`src/sv/jsu_pkg.sv`:
```
// Types and constants of the JSON string unescaper.
package jsu_pkg;

    typedef enum logic [2:0] {
        MODE_IDLE = 3'd0,
        MODE_STR  = 3'd1,
        MODE_ESC  = 3'd2,
        MODE_HEX0 = 3'd3,
        MODE_HEX1 = 3'd4,
        MODE_HEX2 = 3'd5,
        MODE_HEX3 = 3'd6
    } mode_t;

    localparam logic [1:0] KIND_DATA  = 2'd0;
    localparam logic [1:0] KIND_CLOSE = 2'd1;
    localparam logic [1:0] KIND_ERROR = 2'd2;

    localparam logic [1:0] ERR_CTRL = 2'd0;
    localparam logic [1:0] ERR_ESC  = 2'd1;
    localparam logic [1:0] ERR_HEX  = 2'd2;
    localparam logic [1:0] ERR_END  = 2'd3;

    localparam logic [7:0] CH_QUOTE = 8'h22;
    localparam logic [7:0] CH_BSL   = 8'h5C;
    localparam logic [7:0] CH_CTRL  = 8'h20;

    localparam int FIFO_DEPTH = 4;

    // All results caused by one input word.
    typedef struct packed {
        logic [1:0]      kind;
        logic [1:0]      n;        // 1 to 3
        logic [2:0][7:0] data;     // data[0] goes out first
        logic [1:0]      err;
        logic [15:0]     len;
    } bundle_t;

    // Hex digit decode: {valid, value}.
    function automatic logic [4:0] hex_value(input logic [7:0] b);
        logic [4:0] r;
        r = 5'd0;
        if (b >= 8'h30 && b <= 8'h39) r = {1'b1, 4'(b - 8'h30)};
        else if (b >= 8'h61 && b <= 8'h66) r = {1'b1, 4'(b - 8'h57)};
        else if (b >= 8'h41 && b <= 8'h46) r = {1'b1, 4'(b - 8'h37)};
        return r;
    endfunction

endpackage

```
`src/sv/jsu_decode.sv`:
```
// Per-word decode: next state and the result bundle of one input word.
module jsu_decode #(
    parameter int LENGTH_WIDTH = 16
) (
    input  jsu_pkg::mode_t          mode,
    input  logic [11:0]             accum,
    input  logic [LENGTH_WIDTH-1:0] count,
    input  logic [7:0]              in_byte,
    output jsu_pkg::mode_t          mode_next,
    output logic [11:0]             accum_next,
    output logic [LENGTH_WIDTH-1:0] count_next,
    output logic                    push,
    output jsu_pkg::bundle_t        bundle
);

    logic [4:0]              hex;
    logic [15:0]             cp;
    logic [1:0]              add_n;
    logic [LENGTH_WIDTH:0]   sum;
    logic [LENGTH_WIDTH-1:0] count_sat;

    assign hex = jsu_pkg::hex_value(in_byte);
    assign cp  = {accum, hex[3:0]};
    assign sum = {1'b0, count} + (LENGTH_WIDTH + 1)'(add_n);
    assign count_sat = sum[LENGTH_WIDTH] ? '1 : sum[LENGTH_WIDTH-1:0];

    always_comb
    begin
        mode_next  = mode;
        accum_next = accum;
        count_next = count;
        push       = 1'b0;
        bundle     = '0;
        add_n      = 2'd0;
        case (mode)
            jsu_pkg::MODE_STR, jsu_pkg::MODE_ESC, jsu_pkg::MODE_HEX0,
            jsu_pkg::MODE_HEX1, jsu_pkg::MODE_HEX2, jsu_pkg::MODE_HEX3:
            begin
                if (in_byte < jsu_pkg::CH_CTRL) begin
                    push        = 1'b1;
                    bundle.kind = jsu_pkg::KIND_ERROR;
                    bundle.n    = 2'd1;
                    bundle.err  = (in_byte == 8'h00) ? jsu_pkg::ERR_END : jsu_pkg::ERR_CTRL;
                    mode_next   = jsu_pkg::MODE_IDLE;
                    accum_next  = 12'd0;
                end else if (mode == jsu_pkg::MODE_STR) begin
                    if (in_byte == jsu_pkg::CH_QUOTE) begin
                        push        = 1'b1;
                        bundle.kind = jsu_pkg::KIND_CLOSE;
                        bundle.n    = 2'd1;
                        bundle.len  = 16'(count);
                        mode_next   = jsu_pkg::MODE_IDLE;
                    end else if (in_byte == jsu_pkg::CH_BSL) begin
                        mode_next = jsu_pkg::MODE_ESC;
                    end else begin
                        push           = 1'b1;
                        bundle.n       = 2'd1;
                        bundle.data[0] = in_byte;
                        add_n          = 2'd1;
                    end
                end else if (mode == jsu_pkg::MODE_ESC) begin
                    push      = 1'b1;
                    bundle.n  = 2'd1;
                    add_n     = 2'd1;
                    mode_next = jsu_pkg::MODE_STR;
                    case (in_byte)
                        8'h6E: bundle.data[0] = 8'h0A;
                        8'h5C: bundle.data[0] = 8'h5C;
                        8'h2F: bundle.data[0] = 8'h2F;
                        8'h62: bundle.data[0] = 8'h08;
                        8'h66: bundle.data[0] = 8'h0C;
                        8'h72: bundle.data[0] = 8'h0D;
                        8'h74: bundle.data[0] = 8'h09;
                        8'h22: bundle.data[0] = 8'h22;
                        8'h75:
                        begin
                            push       = 1'b0;
                            bundle.n   = 2'd0;
                            add_n      = 2'd0;
                            mode_next  = jsu_pkg::MODE_HEX0;
                            accum_next = 12'd0;
                        end
                        default:
                        begin
                            add_n       = 2'd0;
                            bundle.kind = jsu_pkg::KIND_ERROR;
                            bundle.err  = jsu_pkg::ERR_ESC;
                            mode_next   = jsu_pkg::MODE_IDLE;
                            accum_next  = 12'd0;
                        end
                    endcase
                end else if (!hex[4]) begin
                    push        = 1'b1;
                    bundle.kind = jsu_pkg::KIND_ERROR;
                    bundle.n    = 2'd1;
                    bundle.err  = jsu_pkg::ERR_HEX;
                    mode_next   = jsu_pkg::MODE_IDLE;
                    accum_next  = 12'd0;
                end else if (mode != jsu_pkg::MODE_HEX3) begin
                    accum_next = {accum[7:0], hex[3:0]};
                    case (mode)
                        jsu_pkg::MODE_HEX0: mode_next = jsu_pkg::MODE_HEX1;
                        jsu_pkg::MODE_HEX1: mode_next = jsu_pkg::MODE_HEX2;
                        default:            mode_next = jsu_pkg::MODE_HEX3;
                    endcase
                end else begin
                    // Last hex digit: emit the code point as UTF-8.
                    push       = 1'b1;
                    mode_next  = jsu_pkg::MODE_STR;
                    accum_next = 12'd0;
                    if (cp < 16'h0080) begin
                        bundle.n       = 2'd1;
                        bundle.data[0] = cp[7:0];
                    end else if (cp < 16'h0800) begin
                        bundle.n       = 2'd2;
                        bundle.data[0] = {3'b110, cp[10:6]};
                        bundle.data[1] = {2'b10, cp[5:0]};
                    end else begin
                        bundle.n       = 2'd3;
                        bundle.data[0] = {4'b1110, cp[15:12]};
                        bundle.data[1] = {2'b10, cp[11:6]};
                        bundle.data[2] = {2'b10, cp[5:0]};
                    end
                    add_n = bundle.n;
                end
            end
            default:
            begin
                // Idle, and the unused code: wait for an opening quote.
                mode_next = jsu_pkg::MODE_IDLE;
                if (in_byte == jsu_pkg::CH_QUOTE) begin
                    mode_next  = jsu_pkg::MODE_STR;
                    accum_next = 12'd0;
                    count_next = '0;
                end
            end
        endcase
        if (add_n != 2'd0) count_next = count_sat;
    end

endmodule

```
`src/sv/jsu_emit.sv`:
```
// Result queue: holds bundles and sends their results one word at a time.
module jsu_emit (
    input  logic             clk,
    input  logic             rst_n,
    input  logic             push,
    input  jsu_pkg::bundle_t bundle,
    output logic             full,
    output logic             out_valid,
    input  logic             out_ready,
    output logic [1:0]       kind,
    output logic [7:0]       data_byte,
    output logic [1:0]       error_code,
    output logic [15:0]      string_length,
    output logic             last
);

    localparam int PW = $clog2(jsu_pkg::FIFO_DEPTH);

    jsu_pkg::bundle_t fifo_reg [jsu_pkg::FIFO_DEPTH];
    logic [PW-1:0]    wr_ptr_reg, rd_ptr_reg;
    logic [PW:0]      fill_reg;
    logic [1:0]       idx_reg;
    jsu_pkg::bundle_t head;
    logic             pop;

    assign head      = fifo_reg[rd_ptr_reg];
    assign full      = (fill_reg == (PW + 1)'(jsu_pkg::FIFO_DEPTH));
    assign out_valid = (fill_reg != '0);
    assign last      = (idx_reg == head.n - 2'd1);
    assign pop       = out_valid && out_ready && last;

    assign kind          = head.kind;
    assign data_byte     = (head.kind == jsu_pkg::KIND_DATA) ? head.data[idx_reg] : 8'h00;
    assign error_code    = (head.kind == jsu_pkg::KIND_ERROR) ? head.err : 2'd0;
    assign string_length = (head.kind == jsu_pkg::KIND_CLOSE) ? head.len : 16'd0;

    always_ff @(posedge clk)
    begin
        if (push) fifo_reg[wr_ptr_reg] <= bundle;
    end

    always_ff @(posedge clk or negedge rst_n)
    begin
        if (!rst_n) begin
            wr_ptr_reg <= '0;
            rd_ptr_reg <= '0;
            fill_reg   <= '0;
            idx_reg    <= 2'd0;
        end else begin
            if (push) wr_ptr_reg <= wr_ptr_reg + PW'(1);
            if (pop) rd_ptr_reg <= rd_ptr_reg + PW'(1);
            if (push && !pop) fill_reg <= fill_reg + (PW + 1)'(1);
            else if (!push && pop) fill_reg <= fill_reg - (PW + 1)'(1);
            if (pop) idx_reg <= 2'd0;
            else if (out_valid && out_ready) idx_reg <= idx_reg + 2'd1;
        end
    end

endmodule

```
`src/sv/json_string_unescape_utf8.sv`:
```
// Top level of the JSON string unescaper with UTF-8 output of u escapes.
//
// Takes one byte of JSON text per cycle while in_ready is high. While idle
// it waits for a double quote; everything else is dropped. Inside a string,
// plain bytes come out as data words, simple escapes come out as their
// character, and a u escape with four hex digits comes out as 1 to 3 UTF-8
// bytes (no surrogate pairing). The closing quote gives a close word with
// the decoded length, which saturates at 2^LENGTH_WIDTH-1 and shows its low
// 16 bits. A control byte, an unknown escape, a bad hex digit or a zero byte
// inside a string gives one error word and returns to idle. Rate: one input
// byte per cycle while in_ready is high; decode is a single combinational
// pass on the state registers, and all results of one byte go into a 4-deep
// bundle queue that drains one result word per cycle while out_ready is
// high. in_ready drops only when that queue is full, i.e. after the output
// side has stalled. Each result is registered in the queue before output.
module json_string_unescape_utf8 #(
    parameter int LENGTH_WIDTH = 16
) (
    input  logic        clk,
    input  logic        rst_n,
    input  logic        in_valid,
    output logic        in_ready,
    input  logic [7:0]  in_byte,
    output logic        out_valid,
    input  logic        out_ready,
    output logic [1:0]  kind,
    output logic [7:0]  data_byte,
    output logic [1:0]  error_code,
    output logic [15:0] string_length,
    output logic        last
);

    jsu_pkg::mode_t          mode_reg, mode_next;
    logic [11:0]             accum_reg, accum_next;
    logic [LENGTH_WIDTH-1:0] count_reg, count_next;
    logic                    dec_push;
    jsu_pkg::bundle_t        dec_bundle;
    logic                    full;
    logic                    accept;

    assign in_ready = !full;
    assign accept   = in_valid && in_ready;

    // Decode of the current byte against the scan state.
    jsu_decode #(
        .LENGTH_WIDTH(LENGTH_WIDTH)
    ) u_decode (
        .mode      (mode_reg),
        .accum     (accum_reg),
        .count     (count_reg),
        .in_byte   (in_byte),
        .mode_next (mode_next),
        .accum_next(accum_next),
        .count_next(count_next),
        .push      (dec_push),
        .bundle    (dec_bundle)
    );

    // Scan state moves only on an accepted word.
    always_ff @(posedge clk or negedge rst_n)
    begin
        if (!rst_n) begin
            mode_reg  <= jsu_pkg::MODE_IDLE;
            accum_reg <= 12'd0;
            count_reg <= '0;
        end else if (accept) begin
            mode_reg  <= mode_next;
            accum_reg <= accum_next;
            count_reg <= count_next;
        end
    end

    // Result queue and output serializer.
    jsu_emit u_emit (
        .clk          (clk),
        .rst_n        (rst_n),
        .push         (accept && dec_push),
        .bundle       (dec_bundle),
        .full         (full),
        .out_valid    (out_valid),
        .out_ready    (out_ready),
        .kind         (kind),
        .data_byte    (data_byte),
        .error_code   (error_code),
        .string_length(string_length),
        .last         (last)
    );

endmodule

```
`config.mk`:
```
export PLATFORM = sky130hd
export DESIGN_NAME = json_string_unescape_utf8
export DESIGN_NICKNAME = d
export VERILOG_FILES = /design/src/sv/jsu_pkg.sv /design/src/sv/jsu_decode.sv /design/src/sv/jsu_emit.sv /design/src/sv/json_string_unescape_utf8.sv
export SDC_FILE = /design/constraint.sdc
export NUM_CORES = 1
export LEC_CHECK = 0
export ABC_CLOCK_PERIOD_IN_PS = 10000
export CORE_UTILIZATION = 45
export DETAILED_ROUTE_END_ITERATION = 12
export DONT_BUFFER_PORTS = 1
export GPL_ROUTABILITY_DRIVEN = 0
export SYNTH_ARGS = -nofsm -noshare
export SYNTH_HDL_FRONTEND = slang
export SYNTH_SLANG_ARGS = --single-unit
```
`constraint.sdc`:
```
create_clock -name clk -period 10 [get_ports clk]
set_input_delay 2 -clock clk [delete_from_list [all_inputs] [get_ports clk]]
set_output_delay 2 -clock clk [all_outputs]
set_load 0.02 [all_outputs]
```
Word level (Yosys, flattened, before mapping)
Memories as Yosys holds them, arrays and structs flattened.
Index checks and enable logic that the tools add are counted.

storage, ports and cells
  RAM bits = 184
  logic and storage cells = 179
  flip-flop bits (word level) = 40
  memories = 1
  output and inout bits = 31
  input bits = 12

cells by class
  add/sub/neg operators = 10
  eq/ne operators = 24
  order comparisons = 10
  reductions and logical operators = 26
  mux-type cells = 101

memory list
  name             depth  width  read ports  clocked after Yosys merged registers in  write ports  RTL line        RTL
  u_emit.fifo_reg  4      46     1           0                                        1            jsu_emit.sv:19  jsu_pkg::bundle_t fifo_reg [jsu_pkg::FIFO_DEPTH];

operators by type and width
  cell                                                                            number
  16-bit 2-to-1 mux                                                               18
  12-bit 2-to-1 mux                                                               8
  8-bit by 7-bit == test with 1-bit output, second input constant                 7
  8-bit 2-to-1 mux                                                                7
  7-bit one-hot mux with 8 select lines                                           1
  2-bit 2-to-1 mux                                                                24
  24-bit 2-to-1 mux                                                               2
  46-bit 2-to-1 mux                                                               1
  3-bit 2-to-1 mux                                                                10
  26-bit 2-to-1 mux                                                               1
  1-bit 2-to-1 mux                                                                18
  16-bit by 2-bit adder with 17-bit output                                        1
  8-bit binary-select mux with 2-bit select                                       1
  8-bit by 6-bit == test with 1-bit output, second input constant                 2
  8-bit by 7-bit >= comparator with 1-bit output, second input constant           2
  8-bit by 7-bit <= comparator with 1-bit output, second input constant           2
  16-bit by 12-bit less-than comparator with 1-bit output, second input constant  1
  16-bit by 8-bit less-than comparator with 1-bit output, second input constant   1
  5-bit 2-to-1 mux                                                                3
  14-bit 2-to-1 mux                                                               1
  3-bit == test, second input constant                                            4
  4-bit 2-to-1 mux                                                                3
  10-bit 2-to-1 mux                                                               1
  2-bit nonzero test                                                              5
  other kinds (32)                                                                47

Depth between registers and ports, before layout
Gate-level depths: netlist of run 1.

  depth in word-level cells = 23
  mapped depth = 17
  gate-level depth less buffers = 16

By module
From an unflattened synthesis of run 1, not the netlist that was laid out.

second synthesis, totals
  cell total of the unflattened synthesis = 742
  area total of the unflattened synthesis = 10925.5 µm²

modules (own cells, without submodules)
  module                     cells each  times used  area an instance (µm²)  sequential area each (µm²)
  jsu_emit                   353         1           7598.5                  5750.5
  jsu_decode                 320         1           2009.4                  0.0
  json_string_unescape_utf8  69          1           1317.5                  775.7

Worst setup path before layout of run 1
OpenSTA, ideal clock, no wires.

  path kind = in2reg
  from = input port in_byte[4]
  to = register count_reg[3]
  data arrival time = 5473 ps
  setup time = 104 ps
  data required time = 9896 ps
  cell stages on the path = 16
  slack = 4424 ps
  path buffers = 2
  path through = buf_6 or4b_4 nor2_4 a21oi_2 or3_4 nand3_1 ha_1 inv_1 fa_1 nor3_1 and4_1 clkbuf_1 nand2_1 nor2_1 nor2_1 a221oi_1

on the way
  word-level cells in the longest chain between the ends = 23
  elaborated cells on any way between the ends = 48
  classes of those cells = add/sub: 1; order compare: 9; eq/ne: 9; mux: 22; reduce/logical: 7

RTL lines
  element                                                                                                                  RTL line                             RTL
  from (decl)                                                                                                              json_string_unescape_utf8.sv:23      input logic [7:0] in_byte,
  8-bit by 7-bit >= comparator with 1-bit output / 8-bit by 7-bit <= comparator with 1-bit output (equally long branches)  jsu_pkg.sv:44                        else if (b >= 8'h41 && b <= 8'h46) r = {1'b1, 4'(b - 8'h37)};
  1-bit logical AND                                                                                                        jsu_pkg.sv:44
  5-bit 2-to-1 mux                                                                                                         jsu_pkg.sv:44
  5-bit 2-to-1 mux                                                                                                         jsu_pkg.sv:43                        else if (b >= 8'h61 && b <= 8'h66) r = {1'b1, 4'(b - 8'h57)};
  5-bit 2-to-1 mux                                                                                                         jsu_pkg.sv:42                        if (b >= 8'h30 && b <= 8'h39) r = {1'b1, 4'(b - 8'h30)};
  16-bit by 12-bit less-than comparator with 1-bit output                                                                  jsu_decode.sv:114                    end else if (cp < 16'h0800) begin
  1-bit 2-to-1 mux                                                                                                         jsu_decode.sv:114
  2-bit 2-to-1 mux                                                                                                         jsu_decode.sv:111                    if (cp < 16'h0080) begin
  (+7 left out)                                                                                                            --
  2-bit 2-to-1 mux                                                                                                         jsu_decode.sv:92                     end else if (!hex[4]) begin
  2-bit 2-to-1 mux                                                                                                         jsu_decode.sv:61                     end else if (mode == jsu_pkg::MODE_ESC) begin
  2-bit 2-to-1 mux                                                                                                         jsu_decode.sv:46                     end else if (mode == jsu_pkg::MODE_STR) begin
  2-bit 2-to-1 mux                                                                                                         jsu_decode.sv:39                     if (in_byte < jsu_pkg::CH_CTRL) begin
  2-bit 2-to-1 mux                                                                                                         jsu_decode.sv:35                     case (mode)
  16-bit by 2-bit adder with 17-bit output / 2-bit nonzero test (equally long branches)                                    jsu_decode.sv:24, jsu_decode.sv:138
  16-bit 2-to-1 mux (tied with other cells)                                                                                jsu_decode.sv:25                     assign count_sat = sum[LENGTH_WIDTH] ? '1 : sum[LENGTH_WIDTH-1:0];
  16-bit 2-to-1 mux / 3-bit AND reduction (equally long branches)                                                          --
  to (signal assigned)                                                                                                     json_string_unescape_utf8.sv:69      count_reg <= count_next;
  to (decl)                                                                                                                json_string_unescape_utf8.sv:35      logic [LENGTH_WIDTH-1:0] count_reg, count_next;

Parallel ways exist; a longest one is shown, timed or not. The select of a mux whose other input is x is not followed.
A chain may end at the register's enable or synchronous reset.

Worst setup path in the final report of run 1
  from = input port in_byte[0]
  to = register count_reg[3]

The elaborated chain is that of the path after synthesis.

==> summary.txt, run 1 <==
Logic synthesis
  – Post-synth EDFFs: 172
  – Synthesized net count: 708
  – Synth Cell Area: 0.00977 sq mm
  – Yosys cell types: 69
  – Synth Warn #: 0
  – Cell with the most instances after synthesis: edfxtp_1
  – Top_reg_cell synth: edfxtp_1
  – Synth Area in Simple Gates: 12.2%
  – Largest family of logic cells by synthesized area: simple AND/OR/NAND/NOR gates
  – Gate Count Post-Synth: 682
  – Xor-xnor portion of the synthesized cell area: less than 1%
  – Top post-synthesis cells by area: edfxtp_1 (53%), dfrtp_1 (10%), mux4_2 (9.9%), nor2_1 (1.7%), and2_1 (1.7%)
  – Sequential element share of the synthesized area: 63.1%
  – Synth area leader: edfxtp_1
  – Post-synth top area share: between 50 and 60%
  – Portion of netlist area occupied by mux cells: 11.2%
  – Synth Area in Adders: 2.05%
  – #FFs+latches synth: 212
  – Async set-or-reset flop fraction in the synthesized netlist: 18.9%
  – Post-synthesis compound-gate area fraction: slightly above 8%
  – Post-Syn Area per Cell: about 14 sq um
  – Synth cell count leaders: edfxtp_1 (172), nor2_1 (44), mux4_2 (43)

Global route
  – Grt ovf: 0
  – All-Layer GR Usage: 18.7%
  – Vias in the first global route: 5585
  – Antenna violations before repair: 0
  – First-pass GRT wire length: around 32000 microns
  – Pin count of the biggest net entering global routing: 44

Place
  – HPWL after DPL: between 10000 and 15000 microns
  – Post-Place Cells: 931
  – PortBufs: 0

Timing
  – Tcrit/Tclk final: roughly 57%
  – RSZ-0062 raised after global routing: false
  – Minimum clock period after layout: 5.68 ns
  – Least-Margin Pin Slew: 0.999 ns
  – Final setup viols: 0
  – Total negative slack: 0 ns
  – Slew Viols, Final: 0
  – Peak Freq: between 0.15 and 0.2 GHz
  – Max Clock Skew: 0.0173 ns
  – Slew Limit Headroom: around a third
  – Fin. Hold Viols: 0

Worst setup path
  – Critical Path Sink Type: register
  – Nature of the critical path startpoint: primary input
  – Worst path required time: 10.40 ns
  – R2r setup slk: 5.54 ns
  – Critical Path AT: 6.08 ns
  – Critical path peak fanout: 10
  – Cells on worst reg2reg path: 13
  – Crit Path Category: in2reg

Floorplan
  – Chip width: 149 microns
  – Die ar.: 0.0223 sq mm
  – Starting density of the core: 46.2%
  – Io pins: 43
  – Core area: 0.0212 sq mm
  – # rows: 53
  – Die Height: 149 microns

Detailed routing
  – Via density per instance: between 5 and 6
  – Routed length per instance: 20.7 microns
  – Remaining DRCs: 0
  – Final wirelength: 20100 microns
  – First-pass detailed-route iteration total: 5
  – Initial drt markers: 449
  – Post-DRT Antenna Nets: 0
  – Routed via count: 5776

Hold path
  – Hold depth: 1
  – Worst hold path type: reg2reg

Final layout
  – Fill cells: 1718
  – Area growth syn-to-layout: 10.1%
  – Share of post-route cells with drive strength above 1: 15.1%
  – Max FFs per register: 172
  – Antenna diodes: 0
  – Area of the multi-input gates: roughly 0.0034 sq mm
  – Fin cells: slightly below 1000
  – Storage cell area: around 0.006 sq mm
  – Nets@finish: 706

Clock network
  – TritonCTS buffer count: 22
  – Clock sink count: 212
  – CTS resizes: 0
  – Clk buf depth: 3
  – CTS root buf: clkbuf_16
  – Worst-path clk slew: approximately 0.060 ns
  – Skew-Pair Late Insertion Delay: 0.50 ns
  – Post-CTS setup buffer count: 0
  – CTS tree: built
  – Count of hold-fix buffers inserted at cts: 0
  – Htree depth: 1

Run
  – Max_cap viols: 0

Pwr
  – Power Dens Cells: 221 mW/mm^2
  – Peak supply drop: ~0.12 mV
  – Leakage power: roughly 3.7 nW

Run status
  – Status: completed
[cells in the final DEF, fill, tap and decap left out, drive strengths merged, types with 20 or more instances in the layout]
cell type / instances
o21ai: 20
nor2: 45
mux4: 43
inv: 24
clkbuf: 32
and2: 26
nand2: 35
nor2b: 23
a21oi: 23
dfrtp: 40
edfxtp: 172
[worst max-delay path: stages]
cell      delay [ns]
inv_1           0.13
ha_1            0.19
nor3b_1         0.48
and4_1          0.30
nor3_1          0.10
a41o_1          0.33
nand3_1         0.12
ha_1            0.17
inv_1           0.05
fa_1            0.40
nor3_1          0.36
and4_1          0.43
nand2_1         0.09
nor2_1          0.45
nor2_1          0.15
a221oi_1        0.32
[area by class of cell]
class                   instances  share of cell area (%)
well taps                     275                    3.20
multi-input cells             412                    31.4
inverters                      23                   0.803
repair buffers                  9                   0.628
flip-flops and latches        212                    57.4
clock buffers                  32                    6.04
clock inverters                 7                   0.559
[report_power, final]
part | total (mW) | leakage [nW] | internal, mW | switching, mW
clock | 0.795 | 0.349 | 0.475 | 0.320
combinational | 0.542 | 1.26 | 0.268 | 0.274
sequential | 1.04 | 2.10 | 0.962 | 0.0808
total | 2.38 | 3.72 | 1.71 | 0.675
[per-stage QoR]
step / cell area [sq um] / setup slack, ns / utilization [%] / total power [mW] / hold WS (ns)
2_1_floorplan: 9770 / 4.42 / - / 1.51 / 0.457
3_3_place_gp: 10000 / 4.14 / 47.5 / 1.61 / 0.472
3_5_place_dp: 10000 / 3.91 / 47.5 / 1.62 / 0.483
4_1_cts: 10800 / 4.26 / 50.8 / 2.41 / 0.493
5_1_grt: 10800 / 3.88 / 50.8 / 2.49 / 0.528
6_report: 10800 / 4.32 / 50.8 / 2.38 / 0.490
[cells by family (layout without fill, tap and decap cells)]
kind of cell / count (synthesis) / count (layout)
adders and majority gates: 15 / 15
xor gates and xnor gates: 9 / 9
muxes: 55 / 55
buffers and inverters: 58 / 71
DFF: 212 / 212
and+or+nand+nor: 217 / 217
AOI/OAI and AO/OA: 116 / 116
[final timing paths]
path	start	to
min	u_emit.fill_reg[2]	u_emit.fill_reg[2]
min reg2reg	u_emit.fill_reg[2]	u_emit.fill_reg[2]
max	in_byte[0]	count_reg[3]
max reg2reg	accum_reg[10]	count_reg[11]
min in group asynchronous	rst_n	count_reg[5]
max in group asynchronous	rst_n	accum_reg[9]
[layer usage]
metal / share of wire (%) / GRT usage, % / vias to the layer above / wire [microns]
met5: 0 / 0 / - / 0
met4: 1.0 / 3.21 / 0 / 208
met1: 47 / 28.8 / 2923 / 9450
met3: 6.2 / 2.75 / 15 / 1240
li1: - / - / 2643 / -
met2: 46 / 28.3 / 195 / 9190
Power figures use the tool's default switching activity.
==> inputs of run 2 (changes only) <==
--- a/config.mk
+++ b/config.mk
@@ -5,7 +5,8 @@
 export SDC_FILE = /design/constraint.sdc
 export NUM_CORES = 1
 export LEC_CHECK = 0
-export ABC_CLOCK_PERIOD_IN_PS = 10000
+export ABC_AREA = 1
+export ABC_CLOCK_PERIOD_IN_PS = 5000
 export CORE_UTILIZATION = 45
 export DETAILED_ROUTE_END_ITERATION = 12
 export DONT_BUFFER_PORTS = 1
==> constraint.sdc (replaced) <==
create_clock -name clk -period 5 [get_ports clk]
set_input_delay 1 -clock clk [delete_from_list [all_inputs] [get_ports clk]]
set_output_delay 1 -clock clk [all_outputs]
set_load 0.02 [all_outputs]
==> summary.txt, run 2 <==
Detailed routing
  – Met1 Routed Length: 11100 microns
  – Routed via count: 7280
  – Routed length per instance: between 15 and 20 microns
  – Wire length on met2: 10900 microns
  – Via density per instance: 5.44
  – First-pass detailed-route iteration total: 9
  – Top layer in use: met4
  – Post-DRT Antenna Nets: 0
  – Remaining DRCs: 14
  – Met3 Wirelength: 1380 microns
  – Initial drt markers: 493
  – Final wirelength: 23700 microns

Timing
  – Total negative slack: 0 ns
  – Slew Viols, Final: 0
  – Fin. Hold Viols: 0
  – Final setup viols: 0
  – Tcrit/Tclk final: 87.5%
  – PnR worst setup slack: a little over 0.6 ns
  – Peak Freq: between 0.2 and 0.25 GHz
  – RSZ-0062 raised after global routing: false
  – Slew Limit Headroom: 18.2%
  – Max Clock Skew: 0.0109 ns
  – Min Hold Slack: ~0.19 ns
  – Minimum clock period after layout: 4.38 ns
  – Least-Margin Pin Slew: 1.20 ns

Logic synthesis
  – Synth cell count leaders: edfxtp_1 (172), nor2_1 (164), nand2_1 (157)
  – Top post-synthesis cells by area: edfxtp_1 (51%), dfrtp_1 (9.9%), nor2_1 (6.1%), nand2_1 (5.8%), o21ai_0 (5.4%)
  – Top_reg_cell synth: edfxtp_1
  – Yosys cell types: between 40 and 50
  – Post-Syn Area per Cell: about 9.8 sq um
  – Gate Count Post-Synth: between 1000 and 1500
  – Synth Warn #: 0
  – Async set-or-reset flop fraction in the synthesized netlist: 18.9%
  – Synth Cell Area: 0.0101 sq mm
  – Sequential element share of the synthesized area: 60.8%
  – Post-synth EDFFs: around 170
  – Cell with the most instances after synthesis: edfxtp_1
  – Synth area leader: edfxtp_1
  – Post-synth top area share: 50.9%
  – Synthesized net count: roughly 1100
  – #FFs+latches synth: between 200 and 250

Floorplan
  – Starting density of the core: 46.2%
  – Io pins: 43
  – Core area: 0.0220 sq mm
  – Chip width: 152 microns
  – # rows: 54
  – Die ar.: 0.0231 sq mm
  – Die Height: 152 microns

Worst setup path
  – Crit Path Category: reg2out
  – Crit path to: string_length[4]
  – Critical path peak fanout: 43
  – Critical Path Sink Type: output port
  – CP Cell Sequence: inv_2, nand2_1, a32oi_1, nand2_1, a21oi_1, buf_4
  – Nature of the critical path startpoint: register
  – Most frequent cell on the critical path: nand2_1
  – FF-to-FF End: u_emit.fill_reg[2]
  – R2r setup slk: around 1.2 ns
  – Slowest-stage cell, CP: dfrtp_2
  – Critical Path AT: 3.38 ns
  – Cells on worst reg2reg path: 16
  – Critical path origin: u_emit.rd_ptr_reg[0]
  – Worst path required time: about 4 ns
  – Crit-path max cell delay: 0.59 ns
  – Worst R2R Start: u_emit.rd_ptr_reg[0]

Clock network
  – TritonCTS buffer count: 23
  – Htree depth: 1
  – Worst-path clk slew: 0.06 ns
  – Post-CTS setup buffer count: 0
  – Clock sink count: around 210
  – CTS resizes: 0
  – Skew-Pair Late Insertion Delay: 0.50 ns
  – CTS tree: built
  – CTS root buf: clkbuf_16
  – Clk buf depth: 3
  – Count of hold-fix buffers inserted at cts: 0

Pwr
  – Leakage power: between 4 and 5 nW
  – Overall Power: between 5 and 6 mW
  – Power Dens Cells: between 400 and 500 mW/mm^2
  – Peak supply drop: 0.244 mV

Final layout
  – Nets@finish: 1068
  – Max FFs per register: between 150 and 200
  – Share of post-route cells with drive strength above 1: 10.8%
  – Antenna diodes: 0
  – Area growth syn-to-layout: 11.2%
  – Commonest non-fill, non-tap cell in the layout: edfxtp_1
  – Final instance area: roughly 0.011 sq mm
  – Commonest non-fill, non-tap cells in the layout: edfxtp_1 (172), nor2_1 (160), nand2_1 (157), o21ai_0 (109), nand3_1 (85)

Global route
  – Antenna violations before repair: 0
  – Grt ovf: 0
  – Pin count of the biggest net entering global routing: 61
  – All-Layer GR Usage: 20.7%
  – Vias in the first global route: 6991
  – First-pass GRT wire length: 37900 microns

Hold path
  – Worst hold path type: in2async

Place
  – HPWL after DPL: between 10000 and 15000 microns
  – Area after DPL: approximately 0.011 sq mm
  – Setup Slack @ Placement: 0.735 ns
  – PortBufs: 0

Run
  – Max_cap viols: 0

Run status
  – Failing checks: DRC
  – Status: finished, violations left
run 2: power by group:
group / switching, mW / internal [mW] / leakage, nW
clock: 0.659 / 1.02 / 0.368
sequential: 0.0707 / 1.93 / 2.26
combinational: 1.04 / 0.428 / 1.82
total: 1.77 / 3.38 / 4.45
run 2: layer usage:
metal | GRT usage, % | up-vias
li1 | - | 3575
met1 | 30.3 | 3488
met2 | 32.8 | 193
met3 | 2.77 | 24
met4 | 4.62 | 0
met5 | 0 | -
run 2: area by class of cell:
class	count	area [sq um]
clock buffers	32	659
clock inverters	9	101
fillers	1967	10700
inverters	87	327
multi-input cells	692	3480
flip-flops and latches	212	6170
well taps	280	350
repair buffers	26	195
run 2: kinds of logic after synthesis:
kind of cell / after synthesis / synth area share, %
AO/OA/AOI/OAI: 195 / 10.3
XOR/XNOR: 6 / 0.518
adder cells (fa/ha/maj): 14 / 1.88
buffers and inverters: 130 / 5.22
flip-flops: 212 / 60.8
AND/OR/NAND/NOR: 477 / 21.3
run 2: worst min-delay path by stage:
stage,start,to,cells after the start
2_1_floorplan,accum_reg[1],accum_reg[1],2
3_3_place_gp,accum_reg[1],accum_reg[1],2
3_5_place_dp,accum_reg[1],accum_reg[1],2
4_1_cts,rst_n,count_reg[10],0
5_1_grt,rst_n,count_reg[15],0
6_report,rst_n,count_reg[15],0
run 2: worst max-delay path, delay by kind of cell, from the launching register on:
kind | cells | cell delay (ns)
flops | 1 | 0.59
buf+inv | 2 | 0.73
compound gates | 2 | 0.91
simple gates | 2 | 0.64
run 2: per-stage QoR:
stage               std cells  utilization [%]
finish                   1338             51.4
global route             1338             51.4
CTS                      1338             51.4
detailed placement       1297             47.9
global placement         1297             47.9
floorplan                1034                -
==> inputs of run 3 (changes only) <==
--- a/config.mk
+++ b/config.mk
@@ -7,10 +7,12 @@
 export LEC_CHECK = 0
 export ABC_AREA = 1
 export ABC_CLOCK_PERIOD_IN_PS = 5000
+export CORE_MARGIN = 4
 export CORE_UTILIZATION = 45
 export DETAILED_ROUTE_END_ITERATION = 12
 export DONT_BUFFER_PORTS = 1
 export GPL_ROUTABILITY_DRIVEN = 0
 export SYNTH_ARGS = -nofsm -noshare
 export SYNTH_HDL_FRONTEND = slang
+export SYNTH_HIERARCHICAL = 1
 export SYNTH_SLANG_ARGS = --single-unit
==> summary.txt, run 3 <==
Final layout
  – Nets@finish: ~1200
  – Commonest non-fill, non-tap cells in the layout: nand2_1 (215), nor2_1 (196), edfxtp_1 (184), nand3_1 (99), o21ai_0 (91)
  – Final instance area: 0.0125 sq mm
  – Commonest non-fill, non-tap cell in the layout: nand2_1
  – Antenna diodes: 0
  – Max FFs per register: 184
  – Area growth syn-to-layout: 8.31%
  – Share of post-route cells with drive strength above 1: about 12%

Detailed routing
  – Met3 Wirelength: between 1500 and 2000 microns
  – First-pass detailed-route iteration total: 5
  – Wire length on met2: 12400 microns
  – Top layer in use: met4
  – Via density per instance: 5.41
  – Routed via count: 8295
  – Post-DRT Antenna Nets: 0
  – Final wirelength: 27000 microns
  – Routed length per instance: roughly 18 microns
  – Initial drt markers: a little under 800
  – Remaining DRCs: 0
  – Met1 Routed Length: 12400 microns

Logic synthesis
  – Post-synth top area share: between 40% and 50%
  – #FFs+latches synth: 224
  – Synth area leader: edfxtp_1
  – Post-Syn Area per Cell: 9.61 sq um
  – Post-synth EDFFs: 184
  – Sequential element share of the synthesized area: 56.5%
  – Synth Warn #: 6
  – Top_reg_cell synth: edfxtp_1
  – Top post-synthesis cells by area: edfxtp_1 (48%), dfrtp_1 (8.7%), nand2_1 (7.0%), nor2_1 (6.4%), nand3_1 (4.3%)
  – Synth cell count leaders: nand2_1 (215), nor2_1 (196), edfxtp_1 (184)
  – Cell with the most instances after synthesis: nand2_1
  – Yosys cell types: 55
  – Gate Count Post-Synth: 1203
  – Async set-or-reset flop fraction in the synthesized netlist: 17.9%
  – Synth Cell Area: between 0.01 and 0.015 sq mm

Timing
  – Max Clock Skew: just over 0.009 ns
  – Slew Limit Headroom: 33.2%
  – RSZ-0062 raised after global routing: false
  – Least-Margin Pin Slew: 1.00 ns
  – Slew Viols, Final: 0
  – Minimum clock period after layout: 3.97 ns
  – Tcrit/Tclk final: 79.5%
  – Final setup viols: 0
  – Total negative slack: 0 ns
  – Peak Freq: 0.252 GHz
  – Min Hold Slack: between 0.15 and 0.2 ns
  – Fin. Hold Viols: 0

Global route
  – Grt ovf: 0
  – All-Layer GR Usage: 19.1%
  – Antenna violations before repair: 0
  – First-pass GRT wire length: 43800 microns
  – Pin count of the biggest net entering global routing: 95
  – Vias in the first global route: 7770

Floorplan
  – Die Height: ~170 microns
  – Io pins: 43
  – Starting density of the core: 45.8%
  – # rows: 58
  – Die ar.: roughly 0.028 sq mm
  – Core area: 0.0253 sq mm
  – Chip width: 168 microns

Run
  – Max_cap viols: 0

Clock network
  – CTS tree: built
  – Clk buf depth: 3
  – CTS resizes: 0
  – Post-CTS setup buffer count: 0
  – Clock sink count: roughly 220
  – TritonCTS buffer count: 24
  – Skew-Pair Late Insertion Delay: 0.51 ns
  – CTS root buf: clkbuf_16
  – Count of hold-fix buffers inserted at cts: 0
  – Worst-path clk slew: 0.06 ns
  – Htree depth: 1

Worst setup path
  – Crit Path Category: in2reg
  – Critical path peak fanout: 18
  – Critical Path AT: 4.42 ns
  – Nature of the critical path startpoint: primary input
  – Critical Path Sink Type: register
  – Worst path required time: 5.45 ns

Pwr
  – Leakage power: 4.90 nW
  – Power Dens Cells: between 400 and 500 mW/mm^2
  – Peak supply drop: 0.306 mV

Place
  – HPWL after DPL: 17500 microns
  – Area after DPL: 0.0117 sq mm
  – PortBufs: 0

Hold path
  – Worst hold path type: in2async

Run status
  – Status: completed
[run 3: power by group]
part / switching, mW / leakage, nW / internal (mW) / total (mW)
sequential: 0.0447 / 2.33 / 2.03 / 2.08
clock: 0.701 / 0.390 / 1.07 / 1.77
combinational: 1.17 / 2.18 / 0.440 / 1.61
[run 3: stage by stage]
stage / instances / setup WS [ns] / util [%] / total power [mW]
2_1_floorplan: 1204 / 0.932 / - / 3.47
3_3_place_gp: 1489 / 0.631 / 46.4 / 3.74
3_5_place_dp: 1489 / 0.523 / 46.4 / 3.75
4_1_cts: 1533 / 1.06 / 49.6 / 5.53
5_1_grt: 1533 / 0.631 / 49.6 / 5.81
6_report: 1533 / 1.03 / 49.6 / 5.46
[run 3: routing by layer]
metal  up-vias  global-route usage [%]
li1       4078                       -
met1      3947                    28.5
met2       232                    30.2
met3        38                    2.54
met4         0                    3.92
met5         -                       0
[run 3: cell type report]
cell class | count | area (sq um)
fillers | 2320 | 12700
flip-flops and latches | 224 | 6530
multi-input cells | 823 | 4240
clock buffers | 28 | 637
well taps | 330 | 413
inverters | 97 | 372
repair buffers | 15 | 163
clock inverters | 16 | 159
[run 3: path summary, 6_finish.rpt]
| check | startpoint | to | slack, ns | depth (start not counted) |
|---|---|---|---|---|
| min in group clk | u_emit/wr_ptr_reg[0] | u_emit/wr_ptr_reg[0] | 0.53 | 1 |
| hold / removal | rst_n | count_reg[7] | 0.18 | 0 |
| max in group asynchronous | rst_n | accum_reg[6] | 4.71 | 0 |
| setup / recovery | in_byte[0] | count_reg[10] | 1.03 | 24 |
| setup reg to reg | mode_reg[2] | count_reg[10] | 1.17 | 20 |
| hold reg to reg | u_emit/wr_ptr_reg[0] | u_emit/wr_ptr_reg[0] | 0.53 | 1 |
[run 3: worst max-delay path, stage by stage]
cell	delay, ns
inv_1	0.12
ha_1	0.21
inv_1	0.06
nor3_2	0.19
nand2_1	0.15
nand2_1	0.10
nor2_1	0.05
nand2_1	0.08
nand2_2	0.07
nand2_4	0.11
nand2_8	0.11
inv_1	0.08
ha_1	0.16
inv_1	0.06
fa_1	0.42
nor3_2	0.29
nand2_1	0.16
nor2_4	0.18
nand4_2	0.32
nand3_1	0.22
nand2_2	0.06
nand2_1	0.06
nand3_1	0.07
nand2_1	0.09
[run 3: cells by family (layout without fill, tap and decap cells)]
| family | after synthesis | after routing | share of synthesized area [%] |
|---|---|---|---|
| AO/OA/AOI/OAI | 193 | 193 | 9.84 |
| multiplexers | 1 | 1 | 0.0974 |
| other | 1 | 2 | 0.0325 |
| flip-flops | 224 | 224 | 56.5 |
| XOR/XNOR | 8 | 8 | 0.606 |
| buffers and inverters | 157 | 156 | 6.83 |
| AND/OR/NAND/NOR | 605 | 605 | 24.5 |
| adder cells (fa/ha/maj) | 14 | 14 | 1.65 |
